===== config.mk =====
export PLATFORM = sky130hd
export DESIGN_NAME = pe_base_relocation_walker
export DESIGN_NICKNAME = d
export VERILOG_FILES = /design/src/rtl/rbw_pkg.sv /design/src/rtl/pe_base_relocation_walker.sv /design/src/rtl/rbw_cfg_regs.sv /design/src/rtl/rbw_walk.sv /design/src/rtl/rbw_out_reg.sv
export SDC_FILE = /design/constraint.sdc
export NUM_CORES = 1
export LEC_CHECK = 0
export ABC_AREA = 1
export BUFFER_PORTS_ARGS = -buffer_cell sky130_fd_sc_hd__buf_4
export CAP_MARGIN = 0
export CORE_ASPECT_RATIO = 0.7
export CORE_UTILIZATION = 61
export DETAILED_ROUTE_END_ITERATION = 8
export HOLD_SLACK_MARGIN = 0.03
export PLACE_DENSITY = 0.8
export SLEW_MARGIN = 20
export SYNTH_ARGS = -nofsm -noshare
export SYNTH_HDL_FRONTEND = slang
export SYNTH_SLANG_ARGS = --single-unit

===== constraint.sdc =====
create_clock -name clk -period 7.4 [get_ports clk]
set_clock_uncertainty 0.05 [all_clocks]
set_input_delay 0.74 -clock clk [delete_from_list [all_inputs] [get_ports clk]]
set_output_delay 0.74 -clock clk [all_outputs]
set_load 0.05 [all_outputs]

===== src/rtl/rbw_pkg.sv =====
// shared types and constants of the base relocation walker
package rbw_pkg;

	// configuration register indexes
	typedef enum logic [2:0] {
		CFG_IMAGE_BASE      = 3'd0,
		CFG_FIXUP_BASE      = 3'd1,
		CFG_GIVEN_BASE      = 3'd2,
		CFG_HEADER_BASE     = 3'd3,
		CFG_USE_HEADER_BASE = 3'd4,
		CFG_PASS_MODE       = 3'd5,
		CFG_DIRECTORY_SIZE  = 3'd6
	} cfg_reg_e;

	// result kinds
	localparam logic [1:0] KIND_PATCH     = 2'd0;
	localparam logic [1:0] KIND_DONE      = 2'd1;
	localparam logic [1:0] KIND_BADTYPE   = 2'd2;
	localparam logic [1:0] KIND_MALFORMED = 2'd3;

	// relocation entry types
	localparam logic [3:0] TYPE_ABSOLUTE = 4'd0;
	localparam logic [3:0] TYPE_DIR64    = 4'd10;

	localparam logic [31:0] HEADER_BYTES = 32'd8;

	typedef struct packed {
		logic [63:0] image_base;
		logic [63:0] fixup_base;
		logic [63:0] given_preferred_base;
		logic [63:0] header_default_base;
		logic        use_header_base;
		logic        pass_mode;
		logic [31:0] directory_size;
	} cfg_t;

	typedef struct packed {
		logic [63:0] patch_address;
		logic [63:0] patch_delta;
		logic [1:0]  result_kind;
		logic        is_last;
	} result_t;

endpackage


===== src/rtl/pe_base_relocation_walker.sv =====
// Walks a PE32+ base relocation directory fed as 16-bit halfwords, one per cycle while m_tready stays high.
// A halfword lands in an input register, is stepped through the block header and
// entry logic, and any result sits in an output register; the block sustains one
// halfword per cycle while m_tready stays high, and the step logic with its 64-bit
// address add and delta subtract sets the clock.
// Check mode reports the first entry type other than absolute or dir64; apply mode
// emits one patch (address, delta) per dir64 entry. A result with tlast ends the
// walk; later halfwords are taken and dropped until reset.
module pe_base_relocation_walker (
	input  logic          clk,
	input  logic          arst_n,
	input  logic          s_tvalid,
	output logic          s_tready,
	input  logic [15:0]   s_tdata,   // [15:0] reloc_halfword
	output logic          m_tvalid,
	input  logic          m_tready,
	output logic [127:0]  m_tdata,   // [63:0] patch_address, [127:64] patch_delta
	output logic          m_tlast,
	output logic [1:0]    m_tuser,   // [1:0] result_kind
	input  logic          cfg_valid,
	output logic          cfg_ready,
	input  logic [2:0]    cfg_index,
	input  logic [63:0]   cfg_data
);

	rbw_pkg::cfg_t    cfg;
	rbw_pkg::result_t res;
	logic             res_valid;
	logic [15:0]      hw_s1;
	logic             vld_s1;
	logic             advance;

	// stage 1 request is stepped only when the result register can take it
	assign advance   = vld_s1 && (!m_tvalid || m_tready);
	assign s_tready  = !vld_s1 || advance;
	assign cfg_ready = 1'b1;

	always_ff @(posedge clk or negedge arst_n) begin
		if (!arst_n) begin
			vld_s1 <= 1'b0;
		end else if (s_tready) begin
			vld_s1 <= s_tvalid;
		end
	end

	always_ff @(posedge clk) begin
		if (s_tvalid && s_tready) begin
			hw_s1 <= s_tdata;
		end
	end

	rbw_cfg_regs u_cfg (
		.clk      (clk),
		.arst_n   (arst_n),
		.wr_en    (cfg_valid && cfg_ready),
		.wr_index (cfg_index),
		.wr_data  (cfg_data),
		.cfg      (cfg)
	);

	rbw_walk u_walk (
		.clk       (clk),
		.arst_n    (arst_n),
		.step_en   (advance),
		.hw        (hw_s1),
		.cfg       (cfg),
		.res       (res),
		.res_valid (res_valid)
	);

	rbw_out_reg u_out (
		.clk       (clk),
		.arst_n    (arst_n),
		.load      (advance),
		.res       (res),
		.res_valid (res_valid),
		.m_tready  (m_tready),
		.m_tvalid  (m_tvalid),
		.m_tdata   (m_tdata),
		.m_tlast   (m_tlast),
		.m_tuser   (m_tuser)
	);

	// nothing follows the closing result of a walk
	assert property (@(posedge clk) disable iff (!arst_n)
		m_tvalid && m_tready && m_tlast |=> !m_tvalid)
		else $error("result after end of walk");

	// only patches carry an address and delta
	assert property (@(posedge clk) disable iff (!arst_n)
		m_tvalid && (m_tuser != rbw_pkg::KIND_PATCH) |-> (m_tdata == '0))
		else $error("non-patch result with payload");

	// error kinds always end the walk
	assert property (@(posedge clk) disable iff (!arst_n)
		m_tvalid && (m_tuser == rbw_pkg::KIND_MALFORMED ||
		             m_tuser == rbw_pkg::KIND_BADTYPE) |-> m_tlast)
		else $error("error result without tlast");

	// an empty result register never stalls the input
	assert property (@(posedge clk) disable iff (!arst_n)
		!m_tvalid |-> s_tready)
		else $error("input stalled with empty output");

endmodule


===== src/rtl/rbw_cfg_regs.sv =====
// configuration registers of the base relocation walker
module rbw_cfg_regs (
	input  logic          clk,
	input  logic          arst_n,
	input  logic          wr_en,
	input  logic [2:0]    wr_index,
	input  logic [63:0]   wr_data,
	output rbw_pkg::cfg_t cfg
);

	rbw_pkg::cfg_t cfg_q;

	always_ff @(posedge clk or negedge arst_n) begin
		if (!arst_n) begin
			cfg_q.image_base           <= '0;
			cfg_q.fixup_base           <= '0;
			cfg_q.given_preferred_base <= '0;
			cfg_q.header_default_base  <= '0;
			cfg_q.use_header_base      <= 1'b1;
			cfg_q.pass_mode            <= 1'b0;
			cfg_q.directory_size       <= '0;
		end else if (wr_en) begin
			case (rbw_pkg::cfg_reg_e'(wr_index))
				rbw_pkg::CFG_IMAGE_BASE:      cfg_q.image_base <= wr_data;
				rbw_pkg::CFG_FIXUP_BASE:      cfg_q.fixup_base <= wr_data;
				rbw_pkg::CFG_GIVEN_BASE:      cfg_q.given_preferred_base <= wr_data;
				rbw_pkg::CFG_HEADER_BASE:     cfg_q.header_default_base <= wr_data;
				rbw_pkg::CFG_USE_HEADER_BASE: cfg_q.use_header_base <= wr_data[0];
				rbw_pkg::CFG_PASS_MODE:       cfg_q.pass_mode <= wr_data[0];
				rbw_pkg::CFG_DIRECTORY_SIZE:  cfg_q.directory_size <= wr_data[31:0];
				default: ;
			endcase
		end
	end

	assign cfg = cfg_q;

endmodule


===== src/rtl/rbw_walk.sv =====
// walk state and per-halfword step logic
module rbw_walk (
	input  logic             clk,
	input  logic             arst_n,
	input  logic             step_en,
	input  logic [15:0]      hw,
	input  rbw_pkg::cfg_t    cfg,
	output rbw_pkg::result_t res,
	output logic             res_valid
);

	logic        in_header_q, in_header_d;
	logic [1:0]  header_index_q, header_index_d;
	logic [31:0] block_page_q, block_page_d;
	logic [31:0] block_bytes_q, block_bytes_d;
	logic [30:0] entries_left_q, entries_left_d;
	logic [32:0] bytes_consumed_q, bytes_consumed_d;
	logic        finished_q, finished_d;

	logic [31:0] bytes_new;
	logic [32:0] consumed_sum;
	logic [31:0] body_bytes;
	logic [30:0] entries_hdr;
	logic [30:0] entries_dec;
	logic        ended_hdr;
	logic        ended_entry;
	logic        malformed;
	logic [3:0]  entry_type;
	logic [63:0] pref_base;
	logic [63:0] delta;
	logic [63:0] addr;

	assign bytes_new    = {hw, block_bytes_q[15:0]};
	assign consumed_sum = bytes_consumed_q + {1'b0, bytes_new};
	assign body_bytes   = bytes_new - rbw_pkg::HEADER_BYTES;
	assign entries_hdr  = body_bytes[31:1];
	assign entries_dec  = entries_left_q - 31'd1;
	assign ended_hdr    = consumed_sum >= {1'b0, cfg.directory_size};
	assign ended_entry  = bytes_consumed_q >= {1'b0, cfg.directory_size};
	assign malformed    = (bytes_new < rbw_pkg::HEADER_BYTES) || bytes_new[0];
	assign entry_type   = hw[15:12];
	assign pref_base    = cfg.use_header_base ? cfg.header_default_base
	                                          : cfg.given_preferred_base;
	assign delta        = cfg.fixup_base - pref_base;
	assign addr         = cfg.image_base + {32'd0, block_page_q} + {52'd0, hw[11:0]};

	always_comb begin
		in_header_d      = in_header_q;
		header_index_d   = header_index_q;
		block_page_d     = block_page_q;
		block_bytes_d    = block_bytes_q;
		entries_left_d   = entries_left_q;
		bytes_consumed_d = bytes_consumed_q;
		finished_d       = finished_q;
		res              = '0;
		res_valid        = 1'b0;

		if (!finished_q) begin
			if (in_header_q) begin
				header_index_d = header_index_q + 2'd1;
				case (header_index_q)
					2'd0: block_page_d[15:0]   = hw;
					2'd1: block_page_d[31:16]  = hw;
					2'd2: block_bytes_d[15:0]  = hw;
					default: begin
						block_bytes_d[31:16] = hw;
						if (malformed) begin
							res.result_kind = rbw_pkg::KIND_MALFORMED;
							res.is_last     = 1'b1;
							res_valid       = 1'b1;
						end else begin
							entries_left_d   = entries_hdr;
							bytes_consumed_d = consumed_sum;
							if (entries_hdr == '0) begin
								if (ended_hdr) begin
									res.result_kind = rbw_pkg::KIND_DONE;
									res.is_last     = 1'b1;
									res_valid       = 1'b1;
								end
							end else begin
								in_header_d = 1'b0;
							end
						end
					end
				endcase
			end else begin
				entries_left_d = entries_dec;
				if (entries_dec == '0) begin
					in_header_d = 1'b1;
				end
				if (!cfg.pass_mode) begin
					if (entry_type != rbw_pkg::TYPE_ABSOLUTE &&
					    entry_type != rbw_pkg::TYPE_DIR64) begin
						res.result_kind = rbw_pkg::KIND_BADTYPE;
						res.is_last     = 1'b1;
						res_valid       = 1'b1;
					end else if (entries_dec == '0 && ended_entry) begin
						res.result_kind = rbw_pkg::KIND_DONE;
						res.is_last     = 1'b1;
						res_valid       = 1'b1;
					end
				end else if (entry_type == rbw_pkg::TYPE_DIR64) begin
					res.patch_address = addr;
					res.patch_delta   = delta;
					res.result_kind   = rbw_pkg::KIND_PATCH;
					res.is_last       = (entries_dec == '0) && ended_entry;
					res_valid         = 1'b1;
				end else if (entries_dec == '0 && ended_entry) begin
					res.result_kind = rbw_pkg::KIND_DONE;
					res.is_last     = 1'b1;
					res_valid       = 1'b1;
				end
			end
			if (res_valid && res.is_last) begin
				finished_d = 1'b1;
			end
		end
	end

	always_ff @(posedge clk or negedge arst_n) begin
		if (!arst_n) begin
			in_header_q      <= 1'b1;
			header_index_q   <= '0;
			block_page_q     <= '0;
			block_bytes_q    <= '0;
			entries_left_q   <= '0;
			bytes_consumed_q <= '0;
			finished_q       <= 1'b0;
		end else if (step_en) begin
			in_header_q      <= in_header_d;
			header_index_q   <= header_index_d;
			block_page_q     <= block_page_d;
			block_bytes_q    <= block_bytes_d;
			entries_left_q   <= entries_left_d;
			bytes_consumed_q <= bytes_consumed_d;
			finished_q       <= finished_d;
		end
	end

endmodule


===== src/rtl/rbw_out_reg.sv =====
// result register on the master side
module rbw_out_reg (
	input  logic             clk,
	input  logic             arst_n,
	input  logic             load,
	input  rbw_pkg::result_t res,
	input  logic             res_valid,
	input  logic             m_tready,
	output logic             m_tvalid,
	output logic [127:0]     m_tdata,
	output logic             m_tlast,
	output logic [1:0]       m_tuser
);

	logic             valid_q;
	rbw_pkg::result_t res_q;

	always_ff @(posedge clk or negedge arst_n) begin
		if (!arst_n) begin
			valid_q <= 1'b0;
		end else if (load) begin
			valid_q <= res_valid;
		end else if (m_tready) begin
			valid_q <= 1'b0;
		end
	end

	always_ff @(posedge clk) begin
		if (load && res_valid) begin
			res_q <= res;
		end
	end

	assign m_tvalid = valid_q;
	assign m_tdata  = {res_q.patch_delta, res_q.patch_address};
	assign m_tlast  = res_q.is_last;
	assign m_tuser  = res_q.result_kind;

endmodule

==> After elaboration in Yosys (flattened, before gate mapping) <==
Cells that the tools add are included.
{ "op_classes": {"n_addsub": 7, "n_lt_le_gt_ge": 3, "n_eq_ne": 12, "muxes": 34, "bitwise_logic": 5, "reduce_logical": 33} }
{ "op_table": {"columns": ["cell", "count"], "rows": [
  ["31-bit 2-to-1 mux", 3],
  ["33-bit by 32-bit >= comparator with 1-bit output", 2],
  ["64-bit by 12-bit adder with 64-bit output", 1],
  ["64-bit by 32-bit adder with 64-bit output", 1],
  ["64-bit 2-to-1 mux", 1],
  ["64-bit subtractor", 1],
  ["31-bit zero test", 2],
  ["33-bit by 32-bit adder with 33-bit output", 1],
  ["32-bit by 4-bit < comparator with 1-bit output, second input constant", 1],
  ["32-bit by 4-bit subtractor with 32-bit output, second input constant", 1],
  ["31-bit by 1-bit subtractor with 31-bit output, second input constant", 1],
  ["3-bit 2-to-1 mux", 8],
  ["1-bit 2-to-1 mux", 20],
  ["2-bit AND reduction", 8],
  ["4-bit AND reduction", 4],
  ["3-bit == test, second input constant", 3],
  ["3-bit by 2-bit == test with 1-bit output, second input constant", 2],
  ["1-bit logical AND", 6],
  ["1-bit NOT", 5],
  ["5-bit AND reduction", 1],
  ["4-bit == test, second input constant", 1],
  ["2-bit 2-to-1 mux", 2],
  ["2-bit inequality test, second input constant", 2],
  ["4-bit inequality test, second input constant", 1],
  ["other kinds (13)", 16]
]} }
{ "totals": {"register_bits": 555, "in_bits": 88, "output_inout_bits": 134, "word_cells": 116} }

==> Logic depth before layout (Yosys ltp) <==
{ "depth": {"word_depth": 11, "depth_mapped": 31, "ltp_nobuf": 31} }

==> Modules after synthesis <==
From an unflattened synthesis, not the netlist that was laid out.
{ "hier_totals": {"hier_cells": 4423, "area_unflattened_um2": 34339.2} }
{ "by_module_without_submodules": {"columns": ["mod", "n_inst", "cells_per_inst", "area_each_um2", "seq_area_each_um2"], "rows": [
  ["rbw_walk", 1, 2999, 18562.8, 2904.0],
  ["rbw_cfg_regs", 1, 1261, 11245.8, 7258.2],
  ["rbw_out_reg", 1, 137, 3977.6, 3958.8],
  ["pe_base_relocation_walker", 1, 26, 553.0, 505.5]
]} }

==> Worst setup path after synthesis <==
No wires, ideal clock.
{ "synth_path": {"path_kind": "register -> register", "startpoint": "reg u_walk.block_bytes_q[0]", "endpoint": "reg u_out.res_q, in the netlist u_out.m_tdata[0] (enable)", "setup_ns": 0.484, "arrival_time_ns": 5.832, "required_time_ns": 6.866, "setup_slack_ns": 1.033, "stages_incl_launch_ff": 30, "path_buffers": 0, "period_less_slack_ns": 6.367, "cell_sequence": "dfrtp_1 > ha_1 > inv_1 > fa_1 > o21ai_1 > a31o_2 > nand2_1 > nand2_1 > nand2_1 > nand2_1 > nand2_1 > nand2_1 > a21oi_1 > or2_1 > and2_1 > ha_1 > nand2_1 > nor3_1 > nand2_1 > nand2_1 > nand2_1 > nand2_1 > nand2_1 > nand2_1 > nand2_1 > nand2_1 > nand2_2 > nand3_1 > nand2_1 > inv_1"} }
{ "synth_between": {"elab_chain_len": 10, "elab_cells_between_ends": 14, "classes_between": "2 x add/sub; 2 x order compare; 7 x mux; 3 x reduce/logical"} }
{ "synth_rtl": {"columns": ["element", "line", "rtl"], "rows": [
  ["start: declaration", "rbw_walk.sv:15", "logic [31:0] block_bytes_q, block_bytes_d;"],
  ["start signal: assignment", "rbw_walk.sv:133", "block_bytes_q <= block_bytes_d;"],
  ["33-bit by 32-bit adder with 33-bit output", "rbw_walk.sv:34", "assign consumed_sum = bytes_consumed_q + {1'b0, bytes_new};"],
  ["via u_walk.consumed_sum[22]", "rbw_walk.sv:21", "logic [32:0] consumed_sum;"],
  ["33-bit by 32-bit >= comparator with 1-bit output", "rbw_walk.sv:38", "assign ended_hdr = consumed_sum >= {1'b0, cfg.directory_size};"],
  ["1-bit 2-to-1 mux", "rbw_walk.sv:75", "if (ended_hdr) begin"],
  ["1-bit 2-to-1 mux", "rbw_walk.sv:74", "if (entries_hdr == '0) begin"],
  ["1-bit 2-to-1 mux", "rbw_walk.sv:67", "if (malformed) begin"],
  ["1-bit 2-to-1 mux", "rbw_walk.sv:61", "case (header_index_q)"],
  ["1-bit 2-to-1 mux", "rbw_walk.sv:59", "if (in_header_q) begin"],
  ["1-bit 2-to-1 mux (2 in series)", "rbw_walk.sv:58", "if (!finished_q) begin"],
  ["1-bit logical AND", "rbw_out_reg.sv:29", "if (load && res_valid) begin"],
  ["end signal: assignment", "rbw_out_reg.sv:30", "res_q <= res;"],
  ["end: declaration", "rbw_out_reg.sv:16", "rbw_pkg::result_t res_q;"]
]} }
The timed path passes the listed nets, and every way through them passes these cells. The select of a mux whose other input is x is not followed.
A chain may end at the register's enable or synchronous reset.

==> Worst setup path in the final report <==
{ "layout_path": {"startpoint": "reg u_walk.block_bytes_q[2]", "endpoint": "reg u_out.res_q, in the netlist u_out.m_tdata[51] (enable)"} }
The elaborated chain is that of the path after synthesis.

==> metrics.txt <==
Simple-Gate Fraction of Synth Area 20.4%; crit-path most repeated cell nand2_1; peak supply drop 258 uV; slowest cell on the critical path a21oi_1; Final Util 70.0%; Adder-Cell Fraction of Synth Area 9.05%; via count 30782; Die H 198 um; WL/cell 20.7 um; count of different cell masters after synthesis 63; pre-CTS setup slack 1.96 ns; area delta synth->final 12.6%; Tot GR Track Use 38.3%; Core Rows 71; Reg clk slew, reported paths 0.07 ns; root buffer cell clkbuf_16; syn_nets 4519; Setup Viol. Count Final 0; period utilization 76.0%; Max-cap violations 0; TritonCTS clock tree done; fraction of registers with async set/reset 73.5%; hold crit path type input pin to asynchronous set/reset pin; Static Leak 18.2 nW; slowest stage delay, CP 0.46 ns; vias in the first global route 27632; Worst Slack Setup Final 1.78 ns; pwr dens 393 nW/um^2; Mapped Area 33600 sq um; Mapped Avg Cell Area 8.00 sq um; Post-DRT Antenna Nets 0; outcome complete, no violations; drt first pass iters 6; GP Congestion 1.08; Bufs on Longest Clock Path 3; setup TNS 0 ns; overall die width 282 um; Post-DP Area 35900 sq um; final hold violations 0; RSZ-0062 raised after global routing false; Worst setup EP type register; Placeable Area 54000 sq um; global-route wire length before repair 162000 um; critical-path maximum fanout 67; clk_lat worst skew 0.64 ns; hold slack 0.0549 ns; Max-Slew Margin vs Limit 27.6%; main combinational cell family by area after synthesis simple AND/OR/NAND/NOR gates; port buffer count 220; total routed wirelength 107000 um; Slew Limit Fails 0; initial antenna violation count 3; Post-Synth XOR/XNOR Area 1.67%; Final min period 5.62 ns; Starting Density 62.2%; post-synthesis sequential area ratio 43.6%; FF+latch count, synth 555; Compound-Gate Fraction of Synth Area 16.7%; Critical Path RT 7.62 ns; # DRC 0; EDFF count, synth 147; layout cell share with drive strength beyond 1 9.12%; Layout Nets 4694; fmax 0.178 GHz; largest net degree at the start of global routing 169; critical path type register to register; Yosys Warn Count 0; H-tree depth 2; Data arrival, critical path 5.84 ns; 1st-iter DRT viols 4058; hold buffers post-CTS 0; r2r setup slk 1.78 ns; clock sinks 555; total CTS buffers 53; ys flop type dfrtp_1; vias per inst 5.98; global route total overflow 0; Critical Path Source Type register; Mapped Cells 4197; Design Area, Final 37800 sq um; multiplexer share of the synthesized area 1.82%; Slew @ Worst Pin 1.09 ns; post_cts resized 0; DP HPWL 80300 um; Die ar. 56000 sq um; Post-CTS Setup Bufs 0; I/O Pins 222
[layer usage]
metal	global-route usage, %	wire length, um	vias to the layer above
li1	-	-	14414
met1	59.5	48200	14420
met2	50.4	41500	1756
met3	11.3	13800	190
met4	11.4	3110	2
met5	0	13	-
[through the flow]
stage | power (mW) | std cells
floorplan | 9.37 | 4197
global placement | 11.4 | 5047
detailed placement | 11.5 | 5047
CTS | 14.6 | 5147
global route | 15.8 | 5147
finish | 14.9 | 5149
[kinds of logic after synthesis]
logic type / count (synthesis)
compound gates: 1035
xor+xnor: 64
fa+ha+maj: 234
buf+inv: 598
flops: 555
mux: 61
other cells: 1
simple gates: 1649
[worst paths after layout]
kind	from	endpoint	cells past startpoint
setup / recovery	u_walk.block_bytes_q[2]$_DFFE_PN0P_	u_out.m_tdata[51]$_SDFFCE_PP0P_	28
hold / removal	arst_n	u_walk.entries_left_q[25]$_DFFE_PN0P_	1
setup reg to reg	u_walk.block_bytes_q[2]$_DFFE_PN0P_	u_out.m_tdata[51]$_SDFFCE_PP0P_	28
hold reg to reg	u_cfg.cfg[128]$_DFFE_PN0P_	u_cfg.cfg[128]$_DFFE_PN0P_	2
max in group asynchronous	arst_n	u_cfg.cfg[46]$_DFFE_PN0P_	2
min in group clk	s_tdata[11]	hw_s1[11]$_DFFE_PP_	1
[power by group]
part | switching [mW] | internal [mW]
clock network | 1.29 | 1.74
registers | 0.684 | 3.88
logic | 4.91 | 2.35
[worst max-delay path: cells and delay by family (launching register included)]
family          cells  cell delay, ns
simple gates       19            2.10
flops               1            0.45
buf+inv             2            0.82
fa+ha+maj           2            0.68
compound gates      4            0.91
xor+xnor            1            0.19
[Yosys cell counts (7+ instances only)]
library cell	count	area share (%)
o21ai_2	8	0.21
nor2_1	385	4.3
o21a_1	36	0.80
o211ai_1	15	0.34
edfxtp_1	147	13
ha_1	219	8.2
o21ai_0	546	8.1
o21bai_1	13	0.29
nor3_1	37	0.55
dfrtp_1	406	30
o21ai_1	14	0.21
nand3b_1	9	0.20
and2_1	8	0.15
nor2_4	7	0.23
a31oi_1	30	0.56
or2_2	8	0.15
a21boi_0	9	0.20
nor4_1	20	0.37
nand2_1	980	11
nor2_2	11	0.20
clkbuf_1	85	0.95
nand3_1	109	1.6
mux2i_1	61	1.8
fa_1	15	0.89
xor2_1	51	1.3
nand4_1	45	0.84
xnor2_1	13	0.34
a21o_1	25	0.56
a21oi_1	304	4.5
buf_2	17	0.25
inv_1	481	5.4
[state kept, by name, indices dropped and copies added, names as in the netlist]
signal,count
u_out.m_tlast,1
u_walk.block_bytes_q,16
u_walk.entries_left_q,31
u_cfg.cfg,290
u_walk.header_index_q,2
u_walk.bytes_consumed_q,33
hw_s1,16
u_out.m_tuser,2
u_walk.block_page_q,32
u_walk.in_header_q,1
u_out.m_tdata,128
u_walk.finished_q,1
u_out.m_tvalid,1
vld_s1,1
[cell type report]
| class | instances | area, sq um |
|---|---|---|
| sequential | 555 | 14600 |
| clock inverter | 39 | 484 |
| multi-input combinational | 3044 | 16700 |
| clock buffer | 61 | 1450 |
| timing repair buffer | 232 | 1780 |
| inverter | 486 | 1830 |
| antenna | 2 | 5.00 |
| tap | 730 | 913 |
| fill | 4454 | 16200 |
[cells in the final DEF, fill, tap and decap left out, types with 51 or more instances in the layout]
cell type,n
o21ai_0,546
dfrtp_1,406
edfxtp_1,147
clkbuf_16,56
inv_1,480
ha_1,219
nand2_1,977
nand3_1,108
nor2_1,385
buf_4,227
mux2i_1,61
a21oi_1,304
xor2_1,51
Note: power is estimated with default switching activity, not from simulation.
